`config.mk`:
```
export PLATFORM = sky130hd
export DESIGN_NAME = nearest_neighbor_pixel_replicator_top
export DESIGN_NICKNAME = d
export VERILOG_FILES = /design/src/nnpr_pkg.sv /design/src/nearest_neighbor_pixel_replicator_top.sv
export VERILOG_INCLUDE_DIRS = /design/src /design/src/src
export SDC_FILE = /design/constraint.sdc
export NUM_CORES = 1
export LEC_CHECK = 0
export BUFFER_PORTS_ARGS = -buffer_cell sky130_fd_sc_hd__buf_2
export CAP_MARGIN = 20
export CORE_MARGIN = 2
export CORE_UTILIZATION = 57
export CTS_CLUSTER_SIZE = 30
export DETAILED_ROUTE_END_ITERATION = 12
export PLACE_DENSITY = 0.77
export REMOVE_ABC_BUFFERS = 1
export SLEW_MARGIN = 20
export SYNTH_ARGS = -nofsm -noshare
export SYNTH_HDL_FRONTEND = slang
export SYNTH_SLANG_ARGS = --single-unit
```
`constraint.sdc`:
```
create_clock -name clk -period 7.2 [get_ports clk]
set_input_delay 0.36 -clock clk [delete_from_list [all_inputs] [get_ports clk]]
set_output_delay 0.36 -clock clk [all_outputs]
set_load 0.005 [all_outputs]
```
`src/nearest_neighbor_pixel_replicator_top_assert.svh`:
```
// Assertion macros for the nearest-neighbor pixel replicator.
`ifndef NEAREST_NEIGHBOR_PIXEL_REPLICATOR_TOP_ASSERT_SVH
`define NEAREST_NEIGHBOR_PIXEL_REPLICATOR_TOP_ASSERT_SVH

// Same-cycle implication, checked out of reset.
`define NNPR_ASSERT_IMPL(lbl, ante, cons, msg) \
  lbl: assert property (@(posedge clk) disable iff (!rst_n) (ante) |-> (cons)) \
    else $error(msg);

// Next-cycle implication, checked out of reset.
`define NNPR_ASSERT_NEXT(lbl, ante, cons, msg) \
  lbl: assert property (@(posedge clk) disable iff (!rst_n) (ante) |=> (cons)) \
    else $error(msg);

`endif

```
`src/nnpr_pkg.sv`:
```
// Shared constants and helper functions for the nearest-neighbor pixel replicator.
package nnpr_pkg;

  localparam int MAX_DIM   = 4096;
  localparam int MAX_SCALE = 8;

  localparam int DIM_W   = 13;  // configuration register width
  localparam int CNT_W   = 12;  // source column and row counters
  localparam int COLOR_W = 32;
  localparam int ADDR_W  = 24;
  localparam int NUM_W   = 25;  // dividend: (coord + 1) * dst size
  localparam int QUO_W   = 13;  // quotient bits, span bounds up to MAX_DIM
  localparam int STEP_W  = $clog2(QUO_W);
  localparam int LIM_W   = DIM_W + $clog2(MAX_SCALE);
  localparam int CFG_IDX_W = 3;

  localparam logic [CFG_IDX_W-1:0] REG_SRC_WIDTH  = 3'd0;
  localparam logic [CFG_IDX_W-1:0] REG_SRC_HEIGHT = 3'd1;
  localparam logic [CFG_IDX_W-1:0] REG_DST_WIDTH  = 3'd2;
  localparam logic [CFG_IDX_W-1:0] REG_DST_HEIGHT = 3'd3;
  localparam logic [CFG_IDX_W-1:0] REG_ROW_PITCH  = 3'd4;

  // Source size: zero becomes one, clip to MAX_DIM.
  function automatic logic [DIM_W-1:0] eff_src(input logic [DIM_W-1:0] v);
    logic [DIM_W-1:0] r;
    if (v == '0) r = DIM_W'(1);
    else if (v > DIM_W'(MAX_DIM)) r = DIM_W'(MAX_DIM);
    else r = v;
    return r;
  endfunction

  // Destination size: zero takes the source size, clip to MAX_DIM and MAX_SCALE * source.
  function automatic logic [DIM_W-1:0] eff_dst(input logic [DIM_W-1:0] v,
                                               input logic [DIM_W-1:0] s);
    logic [LIM_W-1:0] lim;
    logic [DIM_W-1:0] r;
    lim = LIM_W'(s) * LIM_W'(MAX_SCALE);
    r = (v == '0) ? s : v;
    if (r > DIM_W'(MAX_DIM)) r = DIM_W'(MAX_DIM);
    if (LIM_W'(r) > lim) r = lim[DIM_W-1:0];
    return r;
  endfunction

endpackage

```
`src/nearest_neighbor_pixel_replicator_top.sv`:
```
// Nearest-neighbor scaler: per source pixel, one write per covered destination cell.
// A new pixel is taken only while idle, so it waits until the last one is done; each pixel
//   gives n writes (1..64), or none. The four span bounds go one after another through a shared
//   multiplier and a 13-step divider, and a write that waits on out_tready holds the pixel.
// Reset (rst_n low, synchronous): registers to defaults, counters to 0, idle.
`include "nearest_neighbor_pixel_replicator_top_assert.svh"

module nearest_neighbor_pixel_replicator_top (
  input  logic                              clk,
  input  logic                              rst_n,
  // configuration write channel
  input  logic                              cfg_valid,
  output logic                              cfg_ready,
  input  logic [nnpr_pkg::CFG_IDX_W-1:0]    cfg_index,
  input  logic [nnpr_pkg::DIM_W-1:0]        cfg_data,
  // source pixels
  input  logic                              in_tvalid,
  output logic                              in_tready,
  input  logic [31:0]                       in_tdata,   // [31:0] pixel_color
  // destination writes
  output logic                              out_tvalid,
  input  logic                              out_tready,
  output logic [55:0]                       out_tdata,  // [23:0] dest_address, [55:24] write_color
  output logic                              out_tlast   // last_write
);

  localparam logic [2:0] ST_IDLE  = 3'd0;
  localparam logic [2:0] ST_MUL   = 3'd1;
  localparam logic [2:0] ST_DIV   = 3'd2;
  localparam logic [2:0] ST_RBASE = 3'd3;
  localparam logic [2:0] ST_EMIT  = 3'd4;

  localparam int DIM_W  = nnpr_pkg::DIM_W;
  localparam int CNT_W  = nnpr_pkg::CNT_W;
  localparam int NUM_W  = nnpr_pkg::NUM_W;
  localparam int QUO_W  = nnpr_pkg::QUO_W;
  localparam int STEP_W = nnpr_pkg::STEP_W;
  localparam int ADDR_W = nnpr_pkg::ADDR_W;
  localparam int COLOR_W = nnpr_pkg::COLOR_W;
  localparam int PROD_W = 2 * DIM_W;

  // configuration registers
  logic [DIM_W-1:0] src_width_r, src_height_r, dst_width_r, dst_height_r, row_pitch_r;

  // control and datapath registers
  logic [2:0]         state_r, state_nxt;
  logic [1:0]         sel_r, sel_nxt;
  logic [STEP_W-1:0]  step_r, step_nxt;
  logic [NUM_W-1:0]   num_r, num_nxt;
  logic [NUM_W-1:0]   dsh_r, dsh_nxt;
  logic [QUO_W-1:0]   quo_r, quo_nxt;
  logic [QUO_W-1:0]   x0_r, x0_nxt, x1_r, x1_nxt, y0_r, y0_nxt, y1_r, y1_nxt;
  logic [CNT_W-1:0]   src_col_r, src_col_nxt, src_row_r, src_row_nxt;
  logic [CNT_W-1:0]   cur_col_r, cur_col_nxt, cur_row_r, cur_row_nxt;
  logic [DIM_W-1:0]   sw_r, sw_nxt, sh_r, sh_nxt, dw_r, dw_nxt, dh_r, dh_nxt;
  logic [COLOR_W-1:0] color_r, color_nxt;
  logic [QUO_W-1:0]   c_r, c_nxt, r_r, r_nxt;
  logic [ADDR_W-1:0]  row_base_r, row_base_nxt;
  logic               out_tvalid_r, out_tvalid_nxt;
  logic               out_tlast_r, out_tlast_nxt;
  logic [ADDR_W-1:0]  out_addr_r, out_addr_nxt;
  logic [COLOR_W-1:0] out_color_r, out_color_nxt;

  // combinational helpers
  logic [DIM_W-1:0]  sw_eff, sh_eff;
  logic [CNT_W-1:0]  col_n, row_n;
  logic [DIM_W-1:0]  col_inc, row_inc;
  logic [DIM_W-1:0]  mul_a, mul_b;
  logic [PROD_W-1:0] product;
  logic              div_ge;
  logic [QUO_W-1:0]  quo_step;
  logic              accept;
  logic              load_out;
  logic              col_end, row_end;
  logic              span_ok, cursor_in;

  assign cfg_ready = 1'b1;
  assign in_tready = (state_r == ST_IDLE);
  assign accept    = in_tvalid && in_tready;

  assign out_tvalid = out_tvalid_r;
  assign out_tlast  = out_tlast_r;
  assign out_tdata  = {out_color_r, out_addr_r};

  assign sw_eff = nnpr_pkg::eff_src(src_width_r);
  assign sh_eff = nnpr_pkg::eff_src(src_height_r);

  // Wrap counters that the configuration has left out of range.
  assign col_n   = ({1'b0, src_col_r} >= sw_eff) ? '0 : src_col_r;
  assign row_n   = ({1'b0, src_row_r} >= sh_eff) ? '0 : src_row_r;
  assign col_inc = {1'b0, col_n} + DIM_W'(1);
  assign row_inc = {1'b0, row_n} + DIM_W'(1);

  // Shared multiplier: span numerators, then the first row's base address.
  always_comb begin
    if (state_r == ST_RBASE) begin
      mul_a = y0_r;
      mul_b = row_pitch_r;
    end else begin
      mul_a = (sel_r[1] ? {1'b0, cur_row_r} : {1'b0, cur_col_r}) + DIM_W'(sel_r[0]);
      mul_b = sel_r[1] ? dh_r : dw_r;
    end
  end
  assign product = PROD_W'(mul_a) * PROD_W'(mul_b);

  // One restoring-division step per cycle.
  assign div_ge   = (num_r >= dsh_r);
  assign quo_step = {quo_r[QUO_W-2:0], div_ge};

  assign load_out = (state_r == ST_EMIT) && (!out_tvalid_r || out_tready);
  assign col_end  = (c_r + QUO_W'(1) == x1_r);
  assign row_end  = (r_r + QUO_W'(1) == y1_r);

  assign span_ok   = (x1_r >= x0_r) && (y1_r >= y0_r) &&
                     ((x1_r - x0_r) <= QUO_W'(nnpr_pkg::MAX_SCALE)) &&
                     ((y1_r - y0_r) <= QUO_W'(nnpr_pkg::MAX_SCALE));
  assign cursor_in = (c_r >= x0_r) && (c_r < x1_r) && (r_r >= y0_r) && (r_r < y1_r);

  always_comb begin
    state_nxt      = state_r;
    sel_nxt        = sel_r;
    step_nxt       = step_r;
    num_nxt        = num_r;
    dsh_nxt        = dsh_r;
    quo_nxt        = quo_r;
    x0_nxt         = x0_r;
    x1_nxt         = x1_r;
    y0_nxt         = y0_r;
    y1_nxt         = y1_r;
    src_col_nxt    = src_col_r;
    src_row_nxt    = src_row_r;
    cur_col_nxt    = cur_col_r;
    cur_row_nxt    = cur_row_r;
    sw_nxt         = sw_r;
    sh_nxt         = sh_r;
    dw_nxt         = dw_r;
    dh_nxt         = dh_r;
    color_nxt      = color_r;
    c_nxt          = c_r;
    r_nxt          = r_r;
    row_base_nxt   = row_base_r;
    out_tvalid_nxt = out_tvalid_r && !out_tready;
    out_tlast_nxt  = out_tlast_r;
    out_addr_nxt   = out_addr_r;
    out_color_nxt  = out_color_r;

    case (state_r)
      ST_IDLE: begin
        if (accept) begin
          color_nxt   = in_tdata;
          sw_nxt      = sw_eff;
          sh_nxt      = sh_eff;
          dw_nxt      = nnpr_pkg::eff_dst(dst_width_r, sw_eff);
          dh_nxt      = nnpr_pkg::eff_dst(dst_height_r, sh_eff);
          cur_col_nxt = col_n;
          cur_row_nxt = row_n;
          sel_nxt     = 2'd0;
          // advance the raster position
          if (col_inc >= sw_eff) begin
            src_col_nxt = '0;
            src_row_nxt = (row_inc >= sh_eff) ? '0 : row_inc[CNT_W-1:0];
          end else begin
            src_col_nxt = col_inc[CNT_W-1:0];
            src_row_nxt = row_n;
          end
          state_nxt = ST_MUL;
        end
      end
      ST_MUL: begin
        num_nxt   = product[NUM_W-1:0];
        dsh_nxt   = {(sel_r[1] ? sh_r : sw_r), (QUO_W-1)'(0)};
        quo_nxt   = '0;
        step_nxt  = STEP_W'(QUO_W - 1);
        state_nxt = ST_DIV;
      end
      ST_DIV: begin
        num_nxt  = div_ge ? (num_r - dsh_r) : num_r;
        dsh_nxt  = dsh_r >> 1;
        quo_nxt  = quo_step;
        step_nxt = step_r - STEP_W'(1);
        if (step_r == '0) begin
          case (sel_r)
            2'd0:    x0_nxt = quo_step;
            2'd1:    x1_nxt = quo_step;
            2'd2:    y0_nxt = quo_step;
            default: y1_nxt = quo_step;
          endcase
          if (sel_r == 2'd3) begin
            state_nxt = ST_RBASE;
          end else begin
            sel_nxt   = sel_r + 2'd1;
            state_nxt = ST_MUL;
          end
        end
      end
      ST_RBASE: begin
        // drop pixels that cover no destination cell
        if (x0_r == x1_r || y0_r == y1_r) begin
          state_nxt = ST_IDLE;
        end else begin
          row_base_nxt = product[ADDR_W-1:0];
          c_nxt        = x0_r;
          r_nxt        = y0_r;
          state_nxt    = ST_EMIT;
        end
      end
      ST_EMIT: begin
        if (load_out) begin
          out_tvalid_nxt = 1'b1;
          out_addr_nxt   = row_base_r + ADDR_W'(c_r);
          out_color_nxt  = color_r;
          out_tlast_nxt  = col_end && row_end;
          if (col_end) begin
            c_nxt        = x0_r;
            r_nxt        = r_r + QUO_W'(1);
            row_base_nxt = row_base_r + ADDR_W'(row_pitch_r);
            if (row_end) state_nxt = ST_IDLE;
          end else begin
            c_nxt = c_r + QUO_W'(1);
          end
        end
      end
      default: state_nxt = ST_IDLE;
    endcase
  end

  always_ff @(posedge clk) begin
    if (!rst_n) begin
      src_width_r  <= DIM_W'(1);
      src_height_r <= DIM_W'(1);
      dst_width_r  <= '0;
      dst_height_r <= '0;
      row_pitch_r  <= DIM_W'(1);
    end else if (cfg_valid && cfg_ready) begin
      case (cfg_index)
        nnpr_pkg::REG_SRC_WIDTH:  src_width_r  <= cfg_data;
        nnpr_pkg::REG_SRC_HEIGHT: src_height_r <= cfg_data;
        nnpr_pkg::REG_DST_WIDTH:  dst_width_r  <= cfg_data;
        nnpr_pkg::REG_DST_HEIGHT: dst_height_r <= cfg_data;
        nnpr_pkg::REG_ROW_PITCH:  row_pitch_r  <= cfg_data;
        default: ;
      endcase
    end
  end

  always_ff @(posedge clk) begin
    if (!rst_n) begin
      state_r      <= ST_IDLE;
      sel_r        <= 2'd0;
      src_col_r    <= '0;
      src_row_r    <= '0;
      out_tvalid_r <= 1'b0;
    end else begin
      state_r      <= state_nxt;
      sel_r        <= sel_nxt;
      src_col_r    <= src_col_nxt;
      src_row_r    <= src_row_nxt;
      out_tvalid_r <= out_tvalid_nxt;
    end
  end

  always_ff @(posedge clk) begin
    step_r      <= step_nxt;
    num_r       <= num_nxt;
    dsh_r       <= dsh_nxt;
    quo_r       <= quo_nxt;
    x0_r        <= x0_nxt;
    x1_r        <= x1_nxt;
    y0_r        <= y0_nxt;
    y1_r        <= y1_nxt;
    cur_col_r   <= cur_col_nxt;
    cur_row_r   <= cur_row_nxt;
    sw_r        <= sw_nxt;
    sh_r        <= sh_nxt;
    dw_r        <= dw_nxt;
    dh_r        <= dh_nxt;
    color_r     <= color_nxt;
    c_r         <= c_nxt;
    r_r         <= r_nxt;
    row_base_r  <= row_base_nxt;
    out_tlast_r <= out_tlast_nxt;
    out_addr_r  <= out_addr_nxt;
    out_color_r <= out_color_nxt;
  end

  `NNPR_ASSERT_IMPL(a_span_order, state_r == ST_RBASE, span_ok, "span bounds out of order or too wide")
  `NNPR_ASSERT_IMPL(a_emit_inside, state_r == ST_EMIT, cursor_in, "write cursor outside the pixel span")
  `NNPR_ASSERT_NEXT(a_last_ends, load_out && col_end && row_end, out_tvalid_r && out_tlast_r && (state_r == ST_IDLE), "final write did not close the pixel")

endmodule

```
==> results.toml, run 1 <==
[power_and_ir_drop]
pwr-share-clk = 0.231
switching_share = 0.378
combPwrFrac = 0.466
p_leak_nw = 13.3
p_per_area_nw_per_um2 = 344
seq_power_share = 0.303
power_mw = 10.9
power_switching_mw = 4.13
power.internal_mw = 6.79
peakVddDrop_mv = 0.430

[clock_tree]
clk_path_buf_depth = 3
cts_tree = "done"
htree_levels = 2
clk_latency_ps = 610
root_buffer = "clkbuf_16"
clkTransAtPathRegs_ps = 70
cts_inserted_buffers = 46
clock_sinks = 428

[critical_path]
rr_startpoint = "sel_r[1]"
slowest_delay_ps = 560
critPathMaxFanout = 6
crit_start = "sel_r[1]"
cpMaxStageDelayCell = "fa_1"
worstPathArrival_ps = 7270
worstRegToRegCells = 28
r2r_setup_slack_ps = 270
startpoint_type = "register"
worst_ep_required_time_ps = 7550
crit_path_end_kind = "register"
cpMostUsedCell = "fa_1"
crit_type = "reg2reg"

[drt]
vias_per_cell = 5.87
drc = 0
wl_per_cell_um = 20.1
drtIter0Drc = 1740
firstDrtPassIters = 6
drtAntennaViolNets = 0
drt-total-wl_um = 72600
vias = 21200

[floorplanning]
coreArea_um2 = 48600
die-area_um2 = 50800
die_w_um = 225
io_pins = 113
die_y_um = 225
num_rows = 81
initial_core_util = 0.574

[layout]
final_cell_area_um2 = 31700
layout_common_cells = "nand2_1 (343), edfxtp_1 (333), inv_1 (239)"
final_util = 0.652
syn_to_final_growth_pct = 13.7
num-nets-final = 3324
drive_gt1_frac = 0.123
diodes = 0
mostFrequentLayoutCell = "nand2_1"
layoutNonFillerInstCount = 3606

[placed_design]
dp.cells = 3484
gp_congestion = 0.963
port_buffers = 111
hpwlAfterDp_um = 54300
placed_area_um2 = 29600

[sta]
tightestPinTransition_ps = 1030
fin_tns_setup_ps = 0
min_period_over_period = 0.962
setup-violations-final = 0
slew_headroom = 0.302
finClkSkew_ps = 32.9
slew_violations = 0
fin_crit_ps = 6930
hold_violations = 0
max_freq_mhz = 144

[global_route]
grtUsageMet3 = 0.0426
grt_pass1_vias = 21500
use_met2 = 0.479
grt.total_usage = 0.291
grt_util_met1 = 0.378
grt_max_degree = 87
grt_pass1_wl_um = 115000
antenna_found_initial = 0
grt.overflow.total = 0
grt_busiest_layer = "met2"

[run]
drv_cap = 0

[status]
outcome = "completed"

[min_path]
min-delay-start = "cfg_data[12]"
hp-class = "in2reg"
hold-path-cell-count = 3

[synth]
seq_area_frac_synth = 0.426
ys_ff_latch = 428
syn_area_um2 = 27900
yosysWarningCount = 0
ys_types = 74
synth_cells = 2757
async_flop_share = 0
synthFlopType = "edfxtp_1"
syn_avg_cell_area_um2 = 10.1
synth_edf_count = 333
[worst max-delay path: cells and delay by family (launching register included)]
kind,cells,cell delay [ps]
compound gates,9,1520
flops,1,320
xor+xnor,2,390
mux,2,420
buf+inv,4,320
fa+ha+maj,8,3280
simple gates,3,430
[flip-flops by register name (all words and copies together), names as in the netlist, 24 cells and up]
name,flops
out_color_r,32
num_r,25
row_base_r,24
dsh_r,25
out_addr_r,24
color_r,32
[cells by family after synthesis]
| logic type | share of synthesized area |
|---|---|
| other cells | 0.000134 |
| simple gates | 0.158 |
| buf+inv | 0.0467 |
| compound gates | 0.107 |
| xor+xnor | 0.0593 |
| fa+ha+maj | 0.178 |
| flops | 0.426 |
| mux | 0.0244 |
[what timing repair did]
item / 4_1_cts / 5_1_grt
gates cloned: 0 / 1
gates resized for setup: 5 / 40
setup endpoints to repair: 15 / 22
hold buffers: 32 / 0
hold endpoints to repair: 32 / 0
pin swaps: 0 / 18
setup buffers: 0 / 4
[synth_stat cells (all sizes together) (3+ instances only)]
library cell | count | area [um^2]
o21a | 16 | 120
o21ai | 139 | 696
inv | 240 | 901
or2 | 19 | 119
fa | 123 | 2460
and2 | 37 | 231
or3 | 4 | 25.0
and3 | 41 | 257
a32o | 3 | 30.0
a2111o | 3 | 33.8
xor2 | 90 | 788
a21oi | 110 | 551
clkbuf | 81 | 304
a31oi | 9 | 56.3
dfxtp | 95 | 1900
buf | 15 | 96.3
ha | 201 | 2510
nor2 | 246 | 923
nor3 | 32 | 160
o2111ai | 4 | 35.0
a211oi | 7 | 52.6
edfxtp | 333 | 10000
a2111oi | 4 | 35.0
and3b | 3 | 26.3
xnor2 | 99 | 867
mux2i | 41 | 410
o31ai | 5 | 37.5
or4 | 3 | 22.5
nor2b | 49 | 307
nand4 | 22 | 138
a21o | 39 | 293
nand2 | 344 | 1290
a41oi | 8 | 70.1
nor3b | 3 | 22.5
a22oi | 8 | 60.1
and4 | 8 | 72.6
nand3 | 56 | 285
a22o | 16 | 140
a31o | 3 | 26.3
nand2b | 54 | 345
o21bai | 7 | 52.6
a21boi | 69 | 518
nor4 | 18 | 140
o211ai | 5 | 37.5
mux2 | 23 | 270
[area by class of cell]
class / count / area, um^2
fillers: 3790 / 16900
multi-input cells: 1993 / 14900
clock inverters: 29 / 342
repair buffers: 237 / 1610
inverters: 241 / 907
flip-flops and latches: 428 / 11900
clock buffers: 56 / 1260
well taps: 622 / 778
[through the flow]
| stage | worst slack, ps | hold slack, ps |
|---|---|---|
| final | 274 | 86.3 |
| after global routing | -44.1 | 90.8 |
| after CTS | 2.24 | 54.6 |
| after detailed placement | -242 | 405 |
| after global placement | -96.1 | 400 |
| after floorplan | -1490 | 400 |
[worst paths after layout]
path                           end
setup / recovery         num_r[23]
hold / removal    src_height_r[12]
setup reg to reg         num_r[23]
hold reg to reg    out_color_r[30]
[layer usage]
metal | routed length, um | vias to the layer above
met5 | 0 | -
met4 | 3920 | 0
met3 | 5160 | 206
met2 | 33800 | 864
met1 | 29700 | 10200
li1 | - | 9877
[power groups by stage]
stage | clock, mW | sequential, mW | combinational [mW]
2_1_floorplan | 0 | 3.31 | 3.26
3_3_place_gp | 0 | 3.35 | 4.68
3_5_place_dp | 0 | 3.36 | 4.85
4_1_cts | 2.54 | 3.31 | 4.91
5_1_grt | 2.65 | 3.33 | 5.73
6_report | 2.52 | 3.31 | 5.09
No activity file was read; power rests on OpenSTA's default activity.
==> run 2: changes to the inputs <==
Settings changed: HOLD_SLACK_MARGIN set to 0.1.
==> run 2 against run 1 <==
Sequential cell count did not move. Highest routed layer unchanged. Cell count rose by 0.33%. Via count barely moved. Sequential power barely moved. Combinational power barely moved.
==> results.toml, run 2 (synthesized netlist as in run 1, its figures left out) <==
[status]
outcome = "completed"

[global_route]
antenna_found_initial = 0
grt_max_degree = 87
grt_pass1_wl_um = 115000
grt.overflow.total = 0
grt_pass1_vias = 21500
grt.total_usage = 0.292

[clock_tree]
clkTransAtPathRegs_ps = 70
root_buffer = "clkbuf_16"
clock_sinks = 428
clk_latency_ps = 610
clk_path_buf_depth = 3
cts_tree = "done"
cts_inserted_buffers = 46
htree_levels = 2

[power_and_ir_drop]
combPwrFrac = 0.466
power.internal_mw = 6.80
switching_share = 0.379
seq_power_share = 0.303
power_switching_mw = 4.14
p_leak_nw = 13.3
p_per_area_nw_per_um2 = 343
peakVddDrop_mv = 0.430
pwr-share-clk = 0.231
power_mw = 10.9

[layout]
num-nets-final = 3336
final_util = 0.655
layout_common_cells = "nand2_1 (343), edfxtp_1 (333), inv_1 (239)"
multiInputGateArea_um2 = 14900
diodes = 0
layoutNonFillerInstCount = 3618
syn_to_final_growth_pct = 14.1
reg_top3 = "color_r (32), out_color_r (32)"
fill_cells = 3773
mostFrequentLayoutCell = "nand2_1"
register_area_um2 = 11900
drive_gt1_frac = 0.122

[placed_design]
hpwlAfterDp_um = 54300
dp.cells = 3484
port_buffers = 111
gp_congestion = 0.963

[critical_path]
r2r_setup_slack_ps = 290
crit_type = "reg2reg"
worst_ep_required_time_ps = 7550
cp_num_buf_inv = 5
worstPathArrival_ps = 7260
startpoint_type = "register"
slowest_delay_ps = 550
cpMaxStageDelayCell = "fa_1"
cpMostUsedCell = "fa_1"
critPathMaxFanout = 4
crit_path_end_kind = "register"
critPathTopFamily = "adder cells"

[floorplanning]
die_y_um = 225
coreArea_um2 = 48600
die-area_um2 = 50800
io_pins = 113
num_rows = 81
die_w_um = 225
initial_core_util = 0.574

[sta]
tightestPinTransition_ps = 1020
setup-violations-final = 0
fin_crit_ps = 6910
slew_violations = 0
max_freq_mhz = 145
hold_violations = 0
min_period_over_period = 0.960
finClkSkew_ps = 32.0
slew_headroom = 0.308

[drt]
wl_per_cell_um = 20.1
drt-total-wl_um = 72700
vias_per_cell = 5.84
drc = 0
drtAntennaViolNets = 0
firstDrtPassIters = 6
drtIter0Drc = 1735
vias = 21100

[run]
drv_cap = 0

[min_path]
hp-class = "in2reg"
-- run 2: area by class of cell --
cell class,instances,area share
Tap cell,622,0.0244
Sequential cell,428,0.374
Timing Repair Buffer,249,0.0543
Clock inverter,29,0.0107
Inverter,241,0.0285
Multi-Input combinational cell,1993,0.469
Clock buffer,56,0.0396
-- run 2: tightest hold or removal path, stage by stage --
cell      delay, ps
buf_2           170
nand2_1          70
a21boi_0         70
-- run 2: final timing paths --
kind / startpoint / cells after the start / to
setup reg to reg: sel_r[1] / 30 / num_r[23]
hold reg to reg: color_r[30] / 0 / out_color_r[30]
hold / removal: cfg_data[9] / 3 / src_height_r[9]
setup / recovery: sel_r[1] / 30 / num_r[23]
-- run 2: power by group through the flow --
stage / logic, mW / clock network [mW] / registers (mW)
final: 5.10 / 2.53 / 3.31
after CTS: 4.91 / 2.54 / 3.31
after detailed placement: 4.85 / 0 / 3.36
after global placement: 4.68 / 0 / 3.35
after global routing: 5.74 / 2.65 / 3.33
after floorplan: 3.26 / 0 / 3.31
-- run 2: what timing repair did --
action | CTS | global route
setup endpoints to repair | 15 | 22
pin swaps | 0 | 18
hold endpoints to repair | 74 | 0
hold buffers | 44 | 0
setup buffers | 0 | 4
gates resized for setup | 5 | 40
cloned | 0 | 1
-- run 2: per-stage QoR --
step	worst slack (ps)	TNS [ps]	hold WS [ps]	cell area, um^2
CTS	2.24	0	100	31600
global placement	-96.1	-348	400	29600
detailed placement	-242	-1650	405	29600
floorplan	-1490	-29290	400	27500
finish	289	0	128	31900
global route	-44.1	-123	154	31900
-- run 2: routing by layer --
metal	up-vias	share of wire	track usage
met5	-	0	0
li1	9895	-	-
met1	10200	0.41	0.378
met3	207	0.069	0.0430
met4	0	0.054	0.145
met2	838	0.47	0.480
==> run 3: changes to the inputs <==
Settings changed: BUFFER_PORTS_ARGS -buffer_cell sky130_fd_sc_hd__buf_2 to not set, CORE_UTILIZATION 57 to 59, DONT_BUFFER_PORTS set to 1, PLACE_DENSITY 0.77 to 0.78, REMOVE_ABC_BUFFERS 1 to not set.
==> run 3 against run 2 <==
The run now ends with design-rule violations left. Setup slack worse by 24 ps. Highest routed layer is now met5. Count of clock-buffer cells in the layout rose by 4. Combinational power shrank 3%. Largest cell class unchanged. Die area down 3.3%. Non-clock buffer count shrank 122. Sequential power about the same. Critical path depth is 1 lower. Utilization rose by 1.3 points. Total power fell by 2.5%. Clock power down 6%.
==> results.toml, run 3 (synthesized netlist as in run 1, its figures left out) <==
[global_route]
grt.overflow.total = 0
grt_pass1_vias = 20700
antenna_found_initial = 2
grtUsageMet3 = 0.0523
grt_busiest_layer = "met2"
use_met2 = 0.501
grt_max_degree = 84
grt.total_usage = 0.298
grt_util_met1 = 0.373
grt_pass1_wl_um = 114000

[clock_tree]
root_buffer = "clkbuf_16"
clkTransAtPathRegs_ps = 60
clk_latency_ps = 600
clk_path_buf_depth = 3
cts_inserted_buffers = 47
htree_levels = 2
cts_tree = "done"
clock_sinks = 428

[critical_path]
critPathMaxFanout = 5
crit_path_end_kind = "register"
crit_start = "sel_r[1]"
crit_type = "reg2reg"
r2r_end = "row_base_r[23]"
rr_startpoint = "sel_r[1]"
worstPathArrival_ps = 7270
worstRegToRegCells = 29
startpoint_type = "register"
cp-endpoint = "row_base_r[23]"
r2r_setup_slack_ps = 270
cpMaxStageDelayCell = "fa_1"
slowest_delay_ps = 550
cpMostUsedCell = "fa_1"
worst_ep_required_time_ps = 7530

[layout]
layoutNonFillerInstCount = 3484
reg_top3 = "color_r (32), out_color_r (32)"
num-nets-final = 3215
syn_to_final_growth_pct = 11.6
drive_gt1_frac = 0.0852
diodes = 0
layout_common_cells = "nand2_1 (344), edfxtp_1 (333), inv_1 (239)"
fill_cells = 3587
mostFrequentLayoutCell = "nand2_1"
final_util = 0.668

[sta]
slew_headroom = 0.358
max_freq_mhz = 144
fin_tns_setup_ps = 0
tightestPinTransition_ps = 950
fin_crit_ps = 6930
finClkSkew_ps = 18.9
fin_ws_ps = 265
hold_violations = 0
min_period_over_period = 0.963
holdWs_ps = 140
slew_violations = 0
setup-violations-final = 0

[placed_design]
dp.cells = 3343
gp_congestion = 0.939
port_buffers = 0
place_ws_ps = -283
hpwlAfterDp_um = 54900

[drt]
drtAntennaViolNets = 0
drt-total-wl_um = 73300
drtIter0Drc = 1905
vias = 20600
firstDrtPassIters = 11
vias_per_cell = 5.93
drc = 3
wl_per_cell_um = 21.0

[power_and_ir_drop]
p_per_area_nw_per_um2 = 342
peakVddDrop_mv = 0.492
p_leak_nw = 12.8

[floorplanning]
coreArea_um2 = 46700
num_rows = 79
die_y_um = 222
initial_core_util = 0.599
io_pins = 113
die-area_um2 = 49100
die_w_um = 222

[min_path]
hp-class = "in2reg"

[status]
outcome = "complete, but fails checks"
failed_checks = "design-rule violations"

[run]
drv_cap = 0

[synth]
synth_nets = 3134
-- run 3: cell types whose count changed in the layout (fill, tap and decap cells not counted), sizes merged --
cell,delta
buf,-125
bufinv,-4
clkbuf,+4
clkinv,+3
clkinvlp,-1
dlygate4sd3,+3
inv,+1
-- run 3: power by group --
group	leakage [nW]	switching, mW	internal (mW)
logic	8.15	2.94	2.01
registers	3.88	0.144	3.18
clock network	0.759	1.03	1.36
-- run 3: cell type report --
| cell class | instances | area [um^2] | share of cell area |
|---|---|---|---|
| multi-input combinational | 1993 | 15000 | 0.480 |
| sequential | 428 | 11900 | 0.382 |
| clock buffer | 60 | 1300 | 0.0416 |
| timing repair buffer | 127 | 1110 | 0.0355 |
| inverter | 241 | 907 | 0.0291 |
| tap | 607 | 759 | 0.0244 |
| clock inverter | 28 | 226 | 0.00727 |
-- run 3: worst min path at each step --
stage	from	endpoint	slack (ps)	cells after the start
after floorplan	color_r[0]	out_color_r[0]	400	0
after global placement	color_r[14]	out_color_r[14]	400	0
after detailed placement	color_r[0]	out_color_r[0]	400	0
after CTS	rst_n	row_pitch_r[0]	110	2
after global routing	rst_n	src_width_r[0]	130	2
final	cfg_index[1]	src_height_r[5]	140	3
-- run 3: per-layer routing --
layer	routed length, um	part of all wire
met5	18	0.00025
met4	4090	0.056
met3	5350	0.073
met2	34600	0.47
met1	29200	0.40
-- run 3: stage by stage --
stage          total power [mW]  area, um^2
5_1_grt                    11.4       31200
3_3_place_gp               7.89       28900
2_1_floorplan              6.64       28000
4_1_cts                    10.5       30900
6_report                   10.7       31200
3_5_place_dp               8.07       28900
-- run 3: timing repair --
action	4_1_cts	5_1_grt
gates resized for setup	1	39
setup buffers	0	4
gates cloned	0	1
pin swaps	0	23
hold buffers	48	0
setup endpoints to repair	11	23
endpoints found under the hold margin	114	0
-- run 3: worst max-delay path: cells and delay by family (launching register included) --
family | cells | cell delay (ps)
AO/OA/AOI/OAI | 12 | 2020
buffers and inverters | 4 | 310
XOR/XNOR | 2 | 420
multiplexers | 1 | 250
flip-flops | 1 | 340
AND/OR/NAND/NOR | 2 | 310
adder cells (fa/ha/maj) | 8 | 3030
